`config.mk`:
```
export PLATFORM = sky130hd
export DESIGN_NAME = parallel_biquad_bank_tdf2
export DESIGN_NICKNAME = d
export VERILOG_FILES = /design/src/design/pbb_pkg.sv /design/src/design/parallel_biquad_bank_tdf2.sv
export SDC_FILE = /design/constraint.sdc
export NUM_CORES = 2
export LEC_CHECK = 0
export BUFFER_PORTS_ARGS = -buffer_cell sky130_fd_sc_hd__buf_2
export CORE_ASPECT_RATIO = 0.6
export CORE_MARGIN = 3
export CORE_UTILIZATION = 34
export CTS_CLUSTER_SIZE = 24
export DETAILED_ROUTE_END_ITERATION = 10
export GPL_ROUTABILITY_DRIVEN = 0
export PLACE_DENSITY = 0.51
export SLEW_MARGIN = 10
export SYNTH_ARGS = -nofsm -noshare
export SYNTH_HDL_FRONTEND = slang
export SYNTH_SLANG_ARGS = --single-unit
```
`constraint.sdc`:
```
create_clock -name clk -period 12.5 [get_ports clk]
set_input_delay 0.625 -clock clk [delete_from_list [all_inputs] [get_ports clk]]
set_output_delay 0.625 -clock clk [all_outputs]
set_load 0.03 [all_outputs]
```
`src/design/pbb_pkg.sv`:
```
// Shared types and constants for the parallel biquad bank.
// Sequencer step encoding, register map and internal word widths.
// No dependencies.
package pbb_pkg;

	// state words are Q4.27, 32 bits
	localparam int STATE_W    = 32;
	localparam int STATE_FRAC = 27;
	// coefficient lane pitch inside a 64-bit register
	localparam int LANE_BITS  = 16;
	localparam int CFG_W      = 64;
	localparam int CFG_ADDR_W = 6;
	// working width of the shared adder and the output accumulator
	localparam int ACC_W      = 40;
	localparam int SUM_W      = 36;

	typedef logic [2:0] reg_idx_t;
	localparam reg_idx_t REG_B0 = 3'd0;
	localparam reg_idx_t REG_B1 = 3'd1;
	localparam reg_idx_t REG_B2 = 3'd2;
	localparam reg_idx_t REG_A1 = 3'd3;
	localparam reg_idx_t REG_A2 = 3'd4;

	typedef enum logic [2:0] {
		ST_IDLE,
		ST_B0,
		ST_B1,
		ST_A1,
		ST_B2,
		ST_A2,
		ST_UPD,
		ST_DONE
	} step_t;

	function automatic logic signed [STATE_W-1:0] sat_state(input logic signed [ACC_W-1:0] v);
		logic [ACC_W-STATE_W:0] top;
		top = v[ACC_W-1:STATE_W-1];
		if (top == '0 || top == '1) begin
			return v[STATE_W-1:0];
		end else if (v[ACC_W-1]) begin
			return {1'b1, {(STATE_W-1){1'b0}}};
		end else begin
			return {1'b0, {(STATE_W-1){1'b1}}};
		end
	endfunction

endpackage

```
`src/design/parallel_biquad_bank_tdf2.sv`:
```
// Bank of transposed direct form II biquads in parallel form, one shared multiplier.
// A beat is accepted only in idle, and the next one only after the result of the
// last has been loaded into the output register and the sequencer is back in idle.
// Five products per section go through the single multiplier,
// plus one step to write back the second delay word; one step forms the output.
// Reset clears the coefficient registers, all delay words and the control state.
module parallel_biquad_bank_tdf2 #(
	parameter int SECTION_COUNT = 4,
	parameter int SAMPLE_BITS   = 16,
	parameter int COEF_BITS     = 16
) (
	input  logic                                 clk,
	input  logic                                 arst_n,
	// configuration
	input  logic                                 psel,
	input  logic                                 penable,
	input  logic                                 pwrite,
	input  logic [pbb_pkg::CFG_ADDR_W-1:0]       paddr,
	input  logic [pbb_pkg::CFG_W-1:0]            pwdata,
	output logic [pbb_pkg::CFG_W-1:0]            prdata,
	output logic                                 pready,
	// input stream
	input  logic                                 s_tvalid,
	output logic                                 s_tready,
	input  logic [((SAMPLE_BITS+7)/8)*8-1:0]     s_tdata,  // [SAMPLE_BITS-1:0] sample_in
	input  logic                                 s_tlast,  // frame_end
	// output stream
	output logic                                 m_tvalid,
	input  logic                                 m_tready,
	output logic [((SAMPLE_BITS+7)/8)*8-1:0]     m_tdata,  // [SAMPLE_BITS-1:0] filtered_sample
	output logic                                 m_tlast   // frame_end_out
);
	import pbb_pkg::*;

	localparam int DATA_W = ((SAMPLE_BITS + 7) / 8) * 8;
	localparam int SEC_W  = (SECTION_COUNT > 1) ? $clog2(SECTION_COUNT) : 1;
	localparam int MUL_W  = STATE_W + COEF_BITS;
	localparam int XFRAC  = (SAMPLE_BITS - 1) + (COEF_BITS - 3);
	localparam int XSHR   = (XFRAC > STATE_FRAC) ? XFRAC - STATE_FRAC : 0;
	localparam int XSHL   = (XFRAC < STATE_FRAC) ? STATE_FRAC - XFRAC : 0;
	localparam int YSH    = COEF_BITS - 3;
	localparam int OSH    = STATE_FRAC - (SAMPLE_BITS - 1);

	// control
	step_t             state_q, state_d;
	logic [SEC_W-1:0]  sec_q;
	logic              out_valid_q;
	logic              out_free;
	logic              in_acc;
	logic              out_load;

	// coefficients
	logic [CFG_W-1:0]  b0_q, b1_q, b2_q, a1_q, a2_q;
	logic              cfg_wr;

	// datapath
	logic signed [SAMPLE_BITS-1:0]  x_q;
	logic                           last_q;
	logic signed [STATE_W-1:0]      w1_q [SECTION_COUNT];
	logic signed [STATE_W-1:0]      w2_q [SECTION_COUNT];
	logic signed [STATE_W-1:0]      y_q;
	logic signed [ACC_W-1:0]        acc_q;
	logic signed [SUM_W-1:0]        sum_q;
	logic signed [MUL_W-1:0]        prod_q;
	logic [SAMPLE_BITS-1:0]         out_data_q;
	logic                           out_last_q;

	// step decode
	reg_idx_t  coef_sel;
	logic      mul_use_y;
	logic      add_from_acc;
	logic      add_sub;
	logic      add_w1, add_w2;
	logic      y_en, acc_en, w1_en, w2_en;

	logic [CFG_W-1:0]               coef_word;
	logic signed [COEF_BITS-1:0]    coef_val;
	logic signed [STATE_W-1:0]      mul_a;
	logic signed [63:0]             prod_wide, tsx_wide, tsy_wide;
	logic signed [ACC_W-1:0]        tsx, tsy, add_a, add_b, add_res;
	logic signed [SUM_W-1:0]        sum_shift;
	logic [SUM_W-SAMPLE_BITS:0]     sum_top;
	logic [SAMPLE_BITS-1:0]         out_sat;

	assign in_acc   = s_tvalid && s_tready;
	assign out_free = !out_valid_q || m_tready;
	assign out_load = (state_q == ST_DONE) && out_free;

	// ---------------- configuration port ----------------
	assign pready = 1'b1;
	assign cfg_wr = psel && penable && pwrite && pready;

	always_comb begin
		unique case (reg_idx_t'(paddr[5:3]))
			REG_B0:  prdata = b0_q;
			REG_B1:  prdata = b1_q;
			REG_B2:  prdata = b2_q;
			REG_A1:  prdata = a1_q;
			REG_A2:  prdata = a2_q;
			default: prdata = '0;
		endcase
	end

	always_ff @(posedge clk or negedge arst_n) begin
		if (!arst_n) begin
			b0_q <= '0;
			b1_q <= '0;
			b2_q <= '0;
			a1_q <= '0;
			a2_q <= '0;
		end else if (cfg_wr) begin
			unique case (reg_idx_t'(paddr[5:3]))
				REG_B0:  b0_q <= pwdata;
				REG_B1:  b1_q <= pwdata;
				REG_B2:  b2_q <= pwdata;
				REG_A1:  a1_q <= pwdata;
				REG_A2:  a2_q <= pwdata;
				default: ;
			endcase
		end
	end

	// ---------------- sequencer ----------------
	always_comb begin
		state_d = state_q;
		unique case (state_q)
			ST_IDLE: if (in_acc) state_d = ST_B0;
			ST_B0:   state_d = ST_B1;
			ST_B1:   state_d = ST_A1;
			ST_A1:   state_d = ST_B2;
			ST_B2:   state_d = ST_A2;
			ST_A2:   state_d = ST_UPD;
			ST_UPD: begin
				if (sec_q == SEC_W'(SECTION_COUNT - 1)) state_d = ST_DONE;
				else state_d = ST_B0;
			end
			ST_DONE: if (out_free) state_d = ST_IDLE;
			default: state_d = ST_IDLE;
		endcase
	end

	// per step: which product to form and what the adder does with the last one
	always_comb begin
		s_tready     = 1'b0;
		coef_sel     = REG_B0;
		mul_use_y    = 1'b0;
		add_from_acc = 1'b0;
		add_sub      = 1'b0;
		add_w1       = 1'b0;
		add_w2       = 1'b0;
		y_en         = 1'b0;
		acc_en       = 1'b0;
		w1_en        = 1'b0;
		w2_en        = 1'b0;
		unique case (state_q)
			ST_IDLE: s_tready = 1'b1;
			ST_B0:   coef_sel = REG_B0;
			ST_B1: begin
				// y = b0*x + w1
				coef_sel = REG_B1;
				add_w1   = 1'b1;
				y_en     = 1'b1;
			end
			ST_A1: begin
				// acc = b1*x + w2
				coef_sel  = REG_A1;
				mul_use_y = 1'b1;
				add_w2    = 1'b1;
				acc_en    = 1'b1;
			end
			ST_B2: begin
				// w1 = acc - a1*y
				coef_sel     = REG_B2;
				add_from_acc = 1'b1;
				add_sub      = 1'b1;
				w1_en        = 1'b1;
			end
			ST_A2: begin
				// acc = b2*x
				coef_sel  = REG_A2;
				mul_use_y = 1'b1;
				acc_en    = 1'b1;
			end
			ST_UPD: begin
				// w2 = acc - a2*y
				add_from_acc = 1'b1;
				add_sub      = 1'b1;
				w2_en        = 1'b1;
			end
			ST_DONE: ;
			default: ;
		endcase
	end

	always_ff @(posedge clk or negedge arst_n) begin
		if (!arst_n) begin
			state_q <= ST_IDLE;
			sec_q   <= '0;
		end else begin
			state_q <= state_d;
			if (in_acc) begin
				sec_q <= '0;
			end else if (state_q == ST_UPD && state_d == ST_B0) begin
				sec_q <= sec_q + 1'b1;
			end
		end
	end

	// ---------------- shared multiplier ----------------
	always_comb begin
		unique case (coef_sel)
			REG_B0:  coef_word = b0_q;
			REG_B1:  coef_word = b1_q;
			REG_B2:  coef_word = b2_q;
			REG_A1:  coef_word = a1_q;
			REG_A2:  coef_word = a2_q;
			default: coef_word = '0;
		endcase
	end

	assign coef_val = coef_word[LANE_BITS*sec_q +: COEF_BITS];
	assign mul_a    = mul_use_y ? y_q
		: {{(STATE_W-SAMPLE_BITS){x_q[SAMPLE_BITS-1]}}, x_q};

	always_ff @(posedge clk) begin
		prod_q <= mul_a * coef_val;
	end

	// ---------------- shared adder ----------------
	// products of x and of y carry different fraction counts; both land on Q4.27
	assign prod_wide = {{(64-MUL_W){prod_q[MUL_W-1]}}, prod_q};
	assign tsx_wide  = (prod_wide <<< XSHL) >>> XSHR;
	assign tsy_wide  = prod_wide >>> YSH;
	assign tsx       = tsx_wide[ACC_W-1:0];
	assign tsy       = tsy_wide[ACC_W-1:0];

	always_comb begin
		add_a = add_from_acc ? acc_q : tsx;
		if (add_sub) begin
			add_b = tsy;
		end else if (add_w1) begin
			add_b = {{(ACC_W-STATE_W){w1_q[sec_q][STATE_W-1]}}, w1_q[sec_q]};
		end else if (add_w2) begin
			add_b = {{(ACC_W-STATE_W){w2_q[sec_q][STATE_W-1]}}, w2_q[sec_q]};
		end else begin
			add_b = '0;
		end
		add_res = add_sub ? add_a - add_b : add_a + add_b;
	end

	always_ff @(posedge clk) begin
		if (in_acc) begin
			x_q    <= s_tdata[SAMPLE_BITS-1:0];
			last_q <= s_tlast;
			sum_q  <= '0;
		end
		if (y_en) y_q <= sat_state(add_res);
		if (acc_en) acc_q <= add_res;
		if (w2_en) sum_q <= sum_q + {{(SUM_W-STATE_W){y_q[STATE_W-1]}}, y_q};
	end

	// delay words
	always_ff @(posedge clk or negedge arst_n) begin
		if (!arst_n) begin
			for (int i = 0; i < SECTION_COUNT; i++) begin
				w1_q[i] <= '0;
				w2_q[i] <= '0;
			end
		end else begin
			if (w1_en) w1_q[sec_q] <= sat_state(add_res);
			if (w2_en) w2_q[sec_q] <= sat_state(add_res);
		end
	end

	// ---------------- output ----------------
	assign sum_shift = sum_q >>> OSH;
	assign sum_top   = sum_shift[SUM_W-1:SAMPLE_BITS-1];

	always_comb begin
		if (sum_top == '0 || sum_top == '1) begin
			out_sat = sum_shift[SAMPLE_BITS-1:0];
		end else if (sum_shift[SUM_W-1]) begin
			out_sat = {1'b1, {(SAMPLE_BITS-1){1'b0}}};
		end else begin
			out_sat = {1'b0, {(SAMPLE_BITS-1){1'b1}}};
		end
	end

	always_ff @(posedge clk or negedge arst_n) begin
		if (!arst_n) begin
			out_valid_q <= 1'b0;
		end else if (out_load) begin
			out_valid_q <= 1'b1;
		end else if (m_tready) begin
			out_valid_q <= 1'b0;
		end
	end

	always_ff @(posedge clk) begin
		if (out_load) begin
			out_data_q <= out_sat;
			out_last_q <= last_q;
		end
	end

	assign m_tvalid = out_valid_q;
	assign m_tdata  = DATA_W'(out_data_q);
	assign m_tlast  = out_last_q;

	// ---------------- checks ----------------
	a_start_first_section: assert property (@(posedge clk) disable iff (!arst_n)
		in_acc |=> (state_q == ST_B0) && (sec_q == '0))
		else $error("sequencer did not start at the first section");

	a_last_section_ends: assert property (@(posedge clk) disable iff (!arst_n)
		(state_q == ST_UPD) && (sec_q == SEC_W'(SECTION_COUNT - 1)) |=> state_q == ST_DONE)
		else $error("sequencer ran past the last section");

	a_result_from_done: assert property (@(posedge clk) disable iff (!arst_n)
		$rose(m_tvalid) |-> $past(state_q) == ST_DONE)
		else $error("result beat raised outside the output step");

	a_no_input_while_busy: assert property (@(posedge clk) disable iff (!arst_n)
		(state_q != ST_IDLE) |-> !s_tready)
		else $error("input taken while a sample is in work");

endmodule
```
==> flow_summary.ini <==
[outcome]
run_status = finished clean

[synthesis]
synthSimpleGateAreaFrac_pct = 11.1
synthCells = 5734
synthTopCellsByArea = dfrtp_1 (25%), fa_1 (17%), edfxtp_1 (7.5%)
synth.area.mux_share_pct = 10.2
ys_ff_latch = 771
yosys.area.top_type_share_pct = 25.5
yosysTopAreaCell = dfrtp_1
synthMostInstantiatedCell = nand2_1
synth-xor-area-share_pct = 1.80
synthesis.nets = 6509
synth_enable_flop_cells = 142
synth.distinct_cells = 87
synth_async_sr_flop_share_pct = 75.5
synth-compound-area-share_pct = 14.6
yosys-top-cells-count = nand2_1 (778), inv_1 (634), dfrtp_1 (582), fa_1 (489), nor2_1 (453)
synthesis.area_um2 = 57200
synth_fa_ha_area_share_pct = 21.3
synth.avg_cell_area_um2 = 9.97
synth_warnings = 0
ys.flop_type = dfrtp_1
synth_top_family_by_area = adder cells
synth-seq-area-share_pct = 34.6

[worst_setup_path]
endpoint_kind = flip-flop
critPathBufInv = 7
crit_family = adder cells
required_ps = 13100
crit_fanout = 17
crit_arrival_ps = 11320
cpMostUsedCell = fa_1
reg2reg_slack_ps = 1780
crit_slowest_cell = a222oi_1
cp-start-kind = flip-flop
path_class = reg -> reg
worst_path_largest_cell_delay_ps = 1130

[final_layout]
drive_gt1_share_pct = 15.6
multi_input_area_um2 = 34000
fin_area_um2 = 63700
area_growth_pct = 11.4
num-nets-final = 6578
fill_cells = 16500
ff_latch_area_um2 = 19800

[clocking]
h-tree-depth = 3
cts_root_buffer = clkbuf_16
cts_buffers = 82
cts_sinks = 771
worstSkewPairLatency_ps = 710
clk_pin_slew_worst_paths_ps = 60
cts_max_path_buffers = 3
cts_tree = built
postCtsSetupBuffers = 0

[sta]
min_period_ps = 10720
final_hold_viol_count = 0
slew_headroom_pct = 11.4
fin_crit_sh_pct = 85.8
fmax_mhz = 93.3
slew_violations = 0
tns_ps = 0
rsz0062_at_grt = no
clock_skew_ps = 31.0
setup_viol = 0
worst_pin_slew_ps = 1330

[min_path]
worstHoldPathType = in -> reg

[global_route]
grtUsageTotal_pct = 23.3
grt_pass1_wl_um = 303000
grt_antenna_before_repair = 18
grt_overflow = 0
grt_pass1_vias = 44100
grt_max_degree = 127

[floorplan]
design.core.area_um2 = 165000
dieArea_um2 = 173000
floorplan.rows = 115
initial_core_util_pct = 34.5
dieHeight_um = 324
die_x_um = 535
io_pins = 178

[route]
drt.antenna.violating_nets = 0
drt_iter0_drc = 4707
wirelength_um = 203000
vias_per_cell = 5.54
vias = 44900
route.detailed.drc = 0
post_drt_wl_per_cell_um = 25.1
first_pass_iters = 8

[placed_design]
hpwl_um = 147000
portBuffers = 173
placed_area_um2 = 60800

[job]
max_cap_violations = 0
==> cell families (layout without fill, tap and decap cells) <==
logic type,after synthesis,count (layout)
other,1,13
XOR/XNOR,115,115
adder cells (fa/ha/maj),681,681
AO/OA/AOI/OAI,1252,1252
AND/OR/NAND/NOR,1493,1493
multiplexers,474,474
flip-flops,771,771
buffers and inverters,947,1082
==> worst reg2reg max path: cells and delay by family (launching register included) <==
kind	cells	cell delay, ps
compound gates	10	3260
buf+inv	7	1120
simple gates	5	1900
fa+ha+maj	7	3510
xor+xnor	1	230
flops	1	620
==> stage by stage <==
stage | utilization [%] | cells | worst slack (ps) | hold slack [ps]
floorplan | - | 5734 | 2880 | 329
detailed placement | 36.7 | 7941 | 2050 | 411
CTS | 38.5 | 8092 | 1940 | 42.6
global route | 38.5 | 8094 | 1420 | 65.5
finish | 38.5 | 8104 | 1780 | 103
global placement | 36.7 | 7941 | 2050 | 402
==> final cells by class <==
type                       instances  area share, %
multi-input combinational       4016           53.3
timing repair buffer             296           2.95
sequential                       771           31.1
inverter                         636           3.75
clock buffer                     112           3.64
tap                             2223           4.37
antenna                           12         0.0471
clock inverter                    38          0.851
==> final timing paths <==
kind                       cells after the start         end        from
setup / recovery                              30  prod_q[43]  state_q[2]
hold / removal                                 1      x_q[6]  s_tdata[6]
min in group asynchronous                      2     b2_q[1]      arst_n
setup reg to reg                              30  prod_q[43]  state_q[2]
hold reg to reg                                0     m_tlast      last_q
max in group asynchronous                      5    w1_q[64]      arst_n
==> placed cells by master (no fill, tap or decap), types with 19 or more instances in the layout <==
master	count
o21ai_1	83
o21bai_1	19
nor3_1	27
dfxtp_1	47
a21oi_1	243
a21o_1	78
o21ai_0	348
a221o_1	78
mux2i_1	86
a31oi_1	55
ha_1	192
a22oi_2	24
a222oi_1	64
nand3b_1	31
and3_1	34
inv_1	633
clkbuf_16	85
nor2b_1	26
o21a_1	22
xor2_1	39
xnor2_1	75
nand2b_1	21
dfrtp_1	579
a221oi_1	27
a22o_1	66
nand3_1	28
mux2_2	329
buf_4	117
edfxtp_1	142
buf_2	171
nand2_1	769
nor2_1	438
fa_1	489
mux4_2	55
==> layer usage <==
| layer | track usage (%) | vias up | wire [um] |
|---|---|---|---|
| li1 | - | 19800 | - |
| met2 | 30.9 | 1928 | 79500 |
| met3 | 6.84 | 204 | 20900 |
| met5 | 0 | - | 13 |
| met4 | 4.87 | 2 | 3950 |
| met1 | 36.7 | 23000 | 98800 |
==> sequential cells by signal, indices dropped and copies added (netlist names), 2 cells and up <==
signal / flops
sum_q: 36
b1_q: 64
w1_q: 128
b2_q: 64
x_q: 16
w2_q: 128
y_q: 32
a2_q: 64
sec_q: 2
b0_q: 64
prod_q: 47
a1_q: 64
state_q: 3
acc_q: 40
m_tdata: 16
==> what timing repair did <==
action                                  in CTS  in global routing
endpoints found under the setup margin       0                  0
gates resized for setup                      0                  0
endpoints found under the hold margin       11                  0
hold buffers                                 1                  0
Power is not shown: default switching activity piles up to over one toggle a cycle in this logic, so the estimate is an artifact.
